<file path="src/rtl/slm_pkg.sv">
// Shared types and command codes for the sorted list merge block.
`default_nettype none
package slm_pkg;

   // Command codes carried in the request beat
   localparam logic [1:0] CMD_APPEND_A = 2'd0;
   localparam logic [1:0] CMD_APPEND_B = 2'd1;
   localparam logic [1:0] CMD_MERGE    = 2'd2;

   // Request beat
   typedef struct packed {
      logic [1:0]         command;
      logic signed [31:0] value;
   } req_type;

   // Response beat
   typedef struct packed {
      logic signed [31:0] merged_value;
      logic               last_flag;
   } rsp_type;

   // Controller states
   typedef enum logic {
      ST_IDLE,
      ST_MERGE
   } state_type;

endpackage
`default_nettype wire

</file>
<file path="src/rtl/slm_ram.sv">
// Generic single write port, single read port RAM with registered read data.
`default_nettype none
module slm_ram #(
   parameter int WIDTH = 32,
   parameter int DEPTH = 32,
   localparam int AW = (DEPTH > 1) ? $clog2(DEPTH) : 1
) (
   input  wire logic             clock,
   input  wire logic             wr_en,
   input  wire logic [AW-1:0]    wr_addr,
   input  wire logic [WIDTH-1:0] wr_data,
   input  wire logic [AW-1:0]    rd_addr,
   output logic      [WIDTH-1:0] rd_data
);

   logic [WIDTH-1:0] mem [DEPTH];

   // Write port
   always_ff @(posedge clock) begin
      if (wr_en) begin
         mem[wr_addr] <= wr_data;
      end
   end

   // Registered read, old data on a same-address write
   always_ff @(posedge clock) begin
      rd_data <= mem[rd_addr];
   end

endmodule
`default_nettype wire

</file>
<file path="src/rtl/sorted_list_merge.sv">
// An append is stored at its accepting edge; an accepted merge enters the merge state and its
// first beat is then registered from the list RAM heads. Requests are held off while a merge
// runs. One append per cycle; a merge gives one beat per cycle for all stored values while the
// output is not stalled, set by the registered list RAM reads (next head from the next index).
// Reset: synchronous; clears both list counts, the controller and the output valid.
// The list RAMs are not cleared; only entries below the counts are ever read.
`default_nettype none
module sorted_list_merge #(
   parameter int DEPTH = 32
) (
   input  wire logic             clock,
   input  wire logic             reset,
   input  wire logic             req_valid,
   output logic                  req_ready,
   input  wire slm_pkg::req_type req_payload,
   output logic                  rsp_valid,
   input  wire logic             rsp_ready,
   output slm_pkg::rsp_type      rsp_payload
);
   import slm_pkg::*;

   localparam int AW = (DEPTH > 1) ? $clog2(DEPTH) : 1;
   localparam int CW = $clog2(DEPTH + 1);
   localparam logic [CW-1:0] CNT_FULL = CW'(DEPTH);

   state_type     state_ff, state_in;
   logic [CW-1:0] cnt_a_ff, cnt_a_in, cnt_b_ff, cnt_b_in;
   logic [CW-1:0] idx_a_ff, idx_a_in, idx_b_ff, idx_b_in;
   logic [CW-1:0] idx_a_inc, idx_b_inc;
   logic          rsp_valid_ff, rsp_valid_in;
   rsp_type       rsp_data_ff, rsp_data_in;

   logic        req_beat, ctl_ready, load;
   logic        wr_a, wr_b, have_a, have_b, take_a, last;
   logic [31:0] rd_a, rd_b;

   assign req_beat = req_valid && req_ready;
   assign wr_a = req_beat && (req_payload.command == CMD_APPEND_A) && (cnt_a_ff < CNT_FULL);
   assign wr_b = req_beat && (req_payload.command == CMD_APPEND_B) && (cnt_b_ff < CNT_FULL);

   // List storage
   slm_ram #(.WIDTH(32), .DEPTH(DEPTH)) u_ram_a (
      .clock   (clock),
      .wr_en   (wr_a),
      .wr_addr (cnt_a_ff[AW-1:0]),
      .wr_data (req_payload.value),
      .rd_addr (idx_a_in[AW-1:0]),
      .rd_data (rd_a)
   );

   slm_ram #(.WIDTH(32), .DEPTH(DEPTH)) u_ram_b (
      .clock   (clock),
      .wr_en   (wr_b),
      .wr_addr (cnt_b_ff[AW-1:0]),
      .wr_data (req_payload.value),
      .rd_addr (idx_b_in[AW-1:0]),
      .rd_data (rd_b)
   );

   // Head selection: A wins when strictly smaller or when B is used up; ties go to B
   always_comb begin
      have_a = idx_a_ff < cnt_a_ff;
      have_b = idx_b_ff < cnt_b_ff;
      take_a = have_a && (!have_b || ($signed(rd_a) < $signed(rd_b)));
      idx_a_inc = idx_a_ff + CW'(load && take_a);
      idx_b_inc = idx_b_ff + CW'(load && !take_a);
      last = (idx_a_inc == cnt_a_ff) && (idx_b_inc == cnt_b_ff);
   end

   // Next state
   always_comb begin
      state_in = state_ff;
      case (state_ff)
         ST_IDLE: begin
            if (req_beat && (req_payload.command == CMD_MERGE) &&
                ((cnt_a_ff != '0) || (cnt_b_ff != '0))) begin
               state_in = ST_MERGE;
            end
         end
         ST_MERGE: begin
            if (load && last) begin
               state_in = ST_IDLE;
            end
         end
         default: state_in = ST_IDLE;
      endcase
   end

   // Controller outputs
   always_comb begin
      ctl_ready = 1'b0;
      load      = 1'b0;
      case (state_ff)
         ST_IDLE:  ctl_ready = 1'b1;
         ST_MERGE: load = !rsp_valid_ff || rsp_ready;
         default: begin
            ctl_ready = 1'b0;
            load      = 1'b0;
         end
      endcase
   end

   // Counts, read indexes and output register
   always_comb begin
      cnt_a_in = cnt_a_ff + CW'(wr_a);
      cnt_b_in = cnt_b_ff + CW'(wr_b);
      idx_a_in = idx_a_inc;
      idx_b_in = idx_b_inc;
      if (load && last) begin
         cnt_a_in = '0;
         cnt_b_in = '0;
         idx_a_in = '0;
         idx_b_in = '0;
      end
      rsp_valid_in = load || (rsp_valid_ff && !rsp_ready);
      rsp_data_in  = rsp_data_ff;
      if (load) begin
         rsp_data_in.merged_value = take_a ? rd_a : rd_b;
         rsp_data_in.last_flag    = last;
      end
   end

   always_ff @(posedge clock) begin
      if (reset) begin
         state_ff     <= ST_IDLE;
         cnt_a_ff     <= '0;
         cnt_b_ff     <= '0;
         idx_a_ff     <= '0;
         idx_b_ff     <= '0;
         rsp_valid_ff <= 1'b0;
      end else begin
         state_ff     <= state_in;
         cnt_a_ff     <= cnt_a_in;
         cnt_b_ff     <= cnt_b_in;
         idx_a_ff     <= idx_a_in;
         idx_b_ff     <= idx_b_in;
         rsp_valid_ff <= rsp_valid_in;
      end
   end

   always_ff @(posedge clock) begin
      rsp_data_ff <= rsp_data_in;
   end

   assign req_ready   = ctl_ready;
   assign rsp_valid   = rsp_valid_ff;
   assign rsp_payload = rsp_data_ff;

endmodule
`default_nettype wire

</file>
<file path="config.mk">
export PLATFORM = sky130hd
export DESIGN_NAME = sorted_list_merge
export DESIGN_NICKNAME = d
export VERILOG_FILES = /design/src/rtl/slm_pkg.sv /design/src/rtl/slm_ram.sv /design/src/rtl/sorted_list_merge.sv
export SDC_FILE = /design/constraint.sdc
export NUM_CORES = 2
export LEC_CHECK = 0
export ABC_CLOCK_PERIOD_IN_PS = 6700
export BUFFER_PORTS_ARGS = -buffer_cell sky130_fd_sc_hd__buf_4
export CAP_MARGIN = 10
export CORE_MARGIN = 2
export CORE_UTILIZATION = 57
export CTS_CLUSTER_SIZE = 30
export DETAILED_ROUTE_END_ITERATION = 12
export PLACE_DENSITY_LB_ADDON = 0.2
export SYNTH_ARGS = -nofsm -noshare
export SYNTH_HDL_FRONTEND = slang
export SYNTH_SLANG_ARGS = --single-unit
</file>
<file path="constraint.sdc">
create_clock -name clock -period 6.7 [get_ports clock]
set_input_delay 0 -clock clock [delete_from_list [all_inputs] [get_ports clock]]
set_output_delay 0 -clock clock [all_outputs]
set_load 0.01 [all_outputs]
</file>
# [Word-level counts from Yosys, hierarchy flattened]
# Memories as Yosys holds them, arrays and structs flattened. A register that Yosys moved wholly into a read port is not among the register bits.
# Cells that the tools add are included.
[word_totals] reg_bits=59 mem_bits_rw=2048 memories=2
[op_classes] bitwise=1 n_lt_le_gt_ge=5 mux=12 eq_ne=4 n_reduce_logical=25 addsub=4
[mem_list] memory="u_ram_a.mem" depth=32 width=32 read_ports=1 rd_ports_with_merged_regs=1 write_ports=1 line="slm_ram.sv:16" text="logic [WIDTH-1:0] mem [DEPTH];"
[mem_list] memory="u_ram_b.mem" depth=32 width=32 read_ports=1 rd_ports_with_merged_regs=1 write_ports=1 line="slm_ram.sv:16"
[ops] operator="$lt A32 B32 Y1" count=1
[ops] operator="$mux W32" count=1
[ops] operator="$add A6 B1 Y6" count=4
[ops] operator="$logic_and A1 B1 Y1" count=13
[ops] operator="$eq A6 B6 Y1" count=2
[ops] operator="$lt A6 B6 Y1" count=2
[ops] operator="$lt A6 B6 Y1 const B" count=2
[ops] operator="$reduce_bool A6 Y1" count=2
[ops] operator="$mux W5" count=2
[ops] operator="$mux W1" count=8
[ops] operator="$logic_not A1 Y1" count=4
[ops] operator="$logic_or A1 B1 Y1" count=4
[ops] operator="$eq A2 B1 Y1 const B" count=1
[ops] operator="$eq A2 B2 Y1 const B" count=1
[ops] operator="$logic_not A2 Y1" count=1
[ops] operator="$pmux W1 S2" count=1
[ops] operator="$reduce_or A2 Y1" count=1
[ops] operator="$not A1 Y1" count=1

# [Depth between registers and ports, before layout]
[depth] depth_word=12 depth_mapped=27 ltp_nobuf=22

# [By module]
# Synthesis repeated with hierarchy kept, for this count alone.
[hier_totals] hier_cells=4959 hier_area_um2=85198.0
[by_module_without_submodules] module="slm_ram" n_inst=2 cells_per_inst=2260 seq_area_each_um2=31390.1 area_per_inst_um2=40485.1
[by_module_without_submodules] module="sorted_list_merge" n_inst=1 cells_per_inst=439 seq_area_each_um2=1511.4 area_per_inst_um2=4227.8

# [Least setup slack after synthesis]
# No wires, ideal clock.
[synth_timing] path_type="register to register" startpoint="reg u_ram_b.rd_data[5], read port of u_ram_b.mem" endpoint="reg u_ram_b.rd_data[22], read port of u_ram_b.mem" setup_ns=0.138 period_less_slack_ns=5.827 arrival_time_ns=5.689 setup_slack_ns=0.873 path_stages_with_launch=25 cell_sequence="dfxtp_1 inv_1 ha_1 a2111o_1 a31oi_1 o21ai_0 a221oi_1 a2bb2oi_1 mux2i_1 o21ai_1 clkbuf_1 nor2_1 ha_1 ha_1 xnor2_1 xnor2_1 nand4_1 or4_1 or3_1 buf_4 buf_6 and2_0 mux4_2 a22oi_1 o221ai_1"
[synth_via] elab_chain_cells=10
[synth_lines] item="start, declared" line="slm_ram.sv:13" text="output logic [WIDTH-1:0] rd_data"
[synth_lines] item="$lt A32 B32 Y1 (*)" line="sorted_list_merge.sv:64" text="take_a = have_a && (!have_b || ($signed(rd_a) < $signed(rd_b)));"
[synth_lines] item="$logic_or A1 B1 Y1 (*)" line="sorted_list_merge.sv:64"
[synth_lines] item="$logic_and A1 B1 Y1 (*)" line="sorted_list_merge.sv:64"
[synth_lines] item="$logic_not A1 Y1" line="sorted_list_merge.sv:66" text="idx_b_inc = idx_b_ff + CW'(load && !take_a);"
[synth_lines] item="$logic_and A1 B1 Y1" line="sorted_list_merge.sv:66"
[synth_lines] item="$add A6 B1 Y6" line="sorted_list_merge.sv:66"
[synth_lines] item="$eq A6 B6 Y1" line="sorted_list_merge.sv:67" text="last = (idx_a_inc == cnt_a_ff) && (idx_b_inc == cnt_b_ff);"
[synth_lines] item="$logic_and A1 B1 Y1" line="sorted_list_merge.sv:67"
[synth_lines] item="$logic_and A1 B1 Y1" line="sorted_list_merge.sv:109" text="if (load && last) begin"
[synth_lines] item="$mux W5 (*)" line="sorted_list_merge.sv:109"
# Every way passes the cells marked *; elsewhere a longest branch is shown, timed or not.
# A chain may end at the register's enable or synchronous reset.

# [Worst setup path in the final report]
[layout_timing] startpoint="reg u_ram_a.rd_data[5], read port of u_ram_a.mem" endpoint="reg u_ram_a.rd_data[21], read port of u_ram_a.mem"
[layout_via] elab_chain_cells=10
[layout_lines] item="start, declared" line="slm_ram.sv:13"
[layout_lines] item="$lt A32 B32 Y1 (*)" line="sorted_list_merge.sv:64"
[layout_lines] item="$logic_or A1 B1 Y1 (*)" line="sorted_list_merge.sv:64"
[layout_lines] item="$logic_and A1 B1 Y1 (*)" line="sorted_list_merge.sv:64"
[layout_lines] item="$logic_not A1 Y1" line="sorted_list_merge.sv:66"
[layout_lines] item="$logic_and A1 B1 Y1" line="sorted_list_merge.sv:66"
[layout_lines] item="$add A6 B1 Y6" line="sorted_list_merge.sv:66"
[layout_lines] item="$eq A6 B6 Y1" line="sorted_list_merge.sv:67"
[layout_lines] item="$logic_and A1 B1 Y1" line="sorted_list_merge.sv:67"
[layout_lines] item="$logic_and A1 B1 Y1" line="sorted_list_merge.sv:109"
[layout_lines] item="$mux W5 (*)" line="sorted_list_merge.sv:109"
# Marks and branches as above.

==> results.toml <==
[power_and_ir_drop]
pwr-share-clk_pct = 42.4
power_w = 0.0274
power_leakage_nw = 30.4
p_seq_share_pct = 54.6
vdd_drop_max_v = 0.000236
combPwrFrac_pct = 3.0
swShare_pct = 20.5
p_sw_w = 0.00561
power.internal_w = 0.0218
p_per_area_mw_per_mm2 = 283

[sta]
rsz0062_at_grt = "false"
hold_viol_final = 0
whs_ns = 0.184
worst_slew_pin_slew_ns = 1.13
slew_viol_final = 0
fin_worst_skew_ns = 0.0323
fmax_ghz = 0.151
relSlewSlack_pct = 24.3
period_share_pct = 98.7
setup-violations-final = 0
post-route-min-period_ns = 6.61

[synthesis]
synthArstFlopShare_pct = 0
synth_cells = 4991
synth_area_sq_mm = 0.0852
synth_top_area_share_pct = 73.3
ys_types = 66
yosys_warnings = 0
synth_area_leaders = "edfxtp_1, mux4_2, mux2i_1, dfxtp_1, a21oi_1"
synth_edf_count = 2081
synth_area_leader_cell = "edfxtp_1"
ys_seq_area_share_pct = 75.5
syn_avg_cell_area_sq_um = 17.1
ys.flop_type = "edfxtp_1"
ys_ff_latch = 2171
syn-num-nets = 5078

[detailed_routing]
wire_per_inst_um = 31.1
viasPerCell = 6.53
route.detailed.drc = 0
routed_wl_um = 228000
drt_iter0_markers = 6175
ant_nets = 0
vias = 47900
drt-pass1-iter-count = 5

[clock_tree]
clock_path_buffers = 3
cts.sinks = 2171
cts_tree = "yes"
insertion_delay_ns = 0.84
htreeDepth = 4
clkSlewWorstSetupHoldPaths_ns = 0.06
cts-root-buf = "clkbuf_16"
cts_buffers = 210
cts_setup_buffers = 0

[critical_path]
cp-end-kind = "flop"
crit_path_start = "u_ram_a.rd_data[5]$_DFF_P_"
setup.worst_path.end = "u_ram_a.rd_data[21]$_DFF_P_"
reg2reg_to = "u_ram_a.rd_data[21]$_DFF_P_"
r2r_slack_ns = 0.09
crit_family = "simple AND/OR/NAND/NOR gates"
critPathMaxFanout = 16
crit_chain = "ha_1 > a2111o_1 > a31oi_1 > o21ai_0 > a221oi_2 > a2bb2oi_1 > mux2i_1 > o21ai_4 > and2_1 > ha_4 > ha_4 > xor2_1 > nor4_1 > nand4_1 > or4_1 > or3_4 > buf_4 > buf_4 > a311oi_1 > a211oi_1 > nor4_1 > a31oi_1"
crit_path_start_kind = "flop"
slowest_delay_ns = 0.60
criticalPathCategory = "flop to flop"
path_depth = 22
rr_worst_depth = 22
worstPathArrival_ns = 7.28
cpMaxStageDelayCell = "nor4_1"
r2r-start = "u_ram_a.rd_data[5]$_DFF_P_"
worstPathRequired_ns = 7.36
critPathBufInv = 2

[floorplanning]
initial_core_util_pct = 57.6
ioPinCount = 73
die_area_sq_mm = 0.153
rows = 141
die_w_um = 391
coreArea_sq_mm = 0.148
dieHeight_um = 391

[grt]
antenna_found_initial = 15
grt_pass1_vias = 46300
overflow = 0
grt.total_usage_pct = 29.9
grt_max_degree = 150
grt_pass1_wl_um = 327000

[run]
cap_viol_max_count = 0

[layout]
final_cell_mix = "edfxtp_1, mux2i_1, buf_4"
layout.nets = 5313
area_growth_pct = 13.7
final_common_cell = "edfxtp_1"
layout-drive-gt1-share_pct = 18.2

[outcome]
status = "finished, final reports clean"

[hold_path]
hp-class = "input pin to flop"
min_path_cells = 6

[place]
port_buffers = 72
gp_congestion = 0.967
post-dp-hpwl_um = 127000
metal layers:
| layer | vias to the layer above | global-route usage (%) | wire [um] |
|---|---|---|---|
| li1 | 20400 | - | - |
| met5 | - | 0 | 48 |
| met4 | 8 | 11.7 | 9140 |
| met3 | 422 | 5.82 | 21300 |
| met1 | 24600 | 41.4 | 88900 |
| met2 | 2476 | 47.5 | 109000 |
state kept, by name, summed over array words and instances (netlist names):
name,count
cnt_a_ff,6
u_ram_a.rd_data,32
rsp_valid,1
idx_b_ff,6
rsp_payload,33
cnt_b_ff,6
u_ram_b.rd_data,32
u_ram_b.mem,1024
u_ram_a.mem,1024
state_ff,1
idx_a_ff,6
final cells by class:
| class | count | area, sq um |
|---|---|---|
| flip-flops and latches | 2171 | 64300 |
| fillers | 9932 | 51100 |
| multi-input cells | 2418 | 20100 |
| clock buffers | 274 | 5610 |
| repair buffers | 346 | 3060 |
| well taps | 1930 | 2410 |
| clock inverters | 116 | 1130 |
| inverters | 79 | 297 |
| diodes | 9 | 22.5 |
cells by family after synthesis:
logic type	synth area share (%)
AND/OR/NAND/NOR	4.09
multiplexers	10.4
flip-flops	75.5
adder cells (fa/ha/maj)	0.720
XOR/XNOR	0.423
buffers and inverters	1.84
AO/OA/AOI/OAI	7.04
worst min path at each step:
stage	from	end	slack, ns
after global placement	rsp_ready	rsp_valid$_SDFF_PP0_	0.31
final	req_payload[33]	state_ff$_SDFF_PP0_	0.18
after floorplan	reset	rsp_valid$_SDFF_PP0_	0.07
after global routing	req_payload[33]	state_ff$_SDFF_PP0_	0.24
after detailed placement	rsp_ready	rsp_valid$_SDFF_PP0_	0.33
after CTS	req_payload[33]	state_ff$_SDFF_PP0_	0.11
repair_timing:
action                                  in CTS  in global routing
hold buffers                                41                  0
resized for setup                            1                  3
endpoints found under the setup margin       1                  6
hold endpoints to repair                  2074                  0
cell usage after synthesis, drive strengths merged (3+ instances only):
| cell type | number |
|---|---|
| mux2 | 92 |
| o31ai | 5 |
| a221oi | 3 |
| o211ai | 4 |
| o221ai | 89 |
| nand2b | 6 |
| o2111ai | 30 |
| edfxtp | 2081 |
| ha | 49 |
| xnor2 | 20 |
| clkbuf | 260 |
| nor2 | 198 |
| nor3 | 46 |
| a21o | 9 |
| xor2 | 10 |
| o22ai | 56 |
| nand2 | 220 |
| mux4 | 194 |
| nor4 | 35 |
| o311ai | 3 |
| buf | 63 |
| a311oi | 33 |
| a211oi | 100 |
| o21ai | 229 |
| mux2i | 347 |
| dfxtp | 90 |
| nand4 | 5 |
| and3 | 5 |
| nand3 | 131 |
| nor2b | 65 |
| and2 | 40 |
| a22oi | 32 |
| xnor3 | 4 |
| inv | 77 |
| a21oi | 275 |
| a31oi | 63 |
worst min-delay path, cell delays in order:
cell and delay, ns:
buf_4 0.15, nand2_1 0.06, nor4_1 0.04, a21oi_1 0.11
nor2_1 0.04, dlygate4sd3_1 0.55
power groups by stage:
stage	registers, W	logic [W]	clock network [W]
after floorplan	0.0152	0.000327	0
after global placement	0.0152	0.000768	0
after detailed placement	0.0152	0.000783	0
after CTS	0.0150	0.000806	0.0117
after global routing	0.0150	0.000858	0.0123
final	0.0150	0.000811	0.0116
metrics by stage:
stage | util [%] | cells | setup slack, ns | setup TNS (ns) | area (sq um)
after global routing | 65.4 | 7335 | 0.00780 | 0 | 96900
after detailed placement | 60.6 | 6902 | -0.0128 | -0.0243 | 89700
final | 65.5 | 7343 | 0.0862 | 0 | 96900
after floorplan | - | 4991 | 0.873 | 0 | 85200
after CTS | 65.4 | 7333 | 0.00610 | 0 | 96800
after global placement | 60.6 | 6902 | 0.0375 | 0 | 89700
Power figures use the tool's default switching activity.
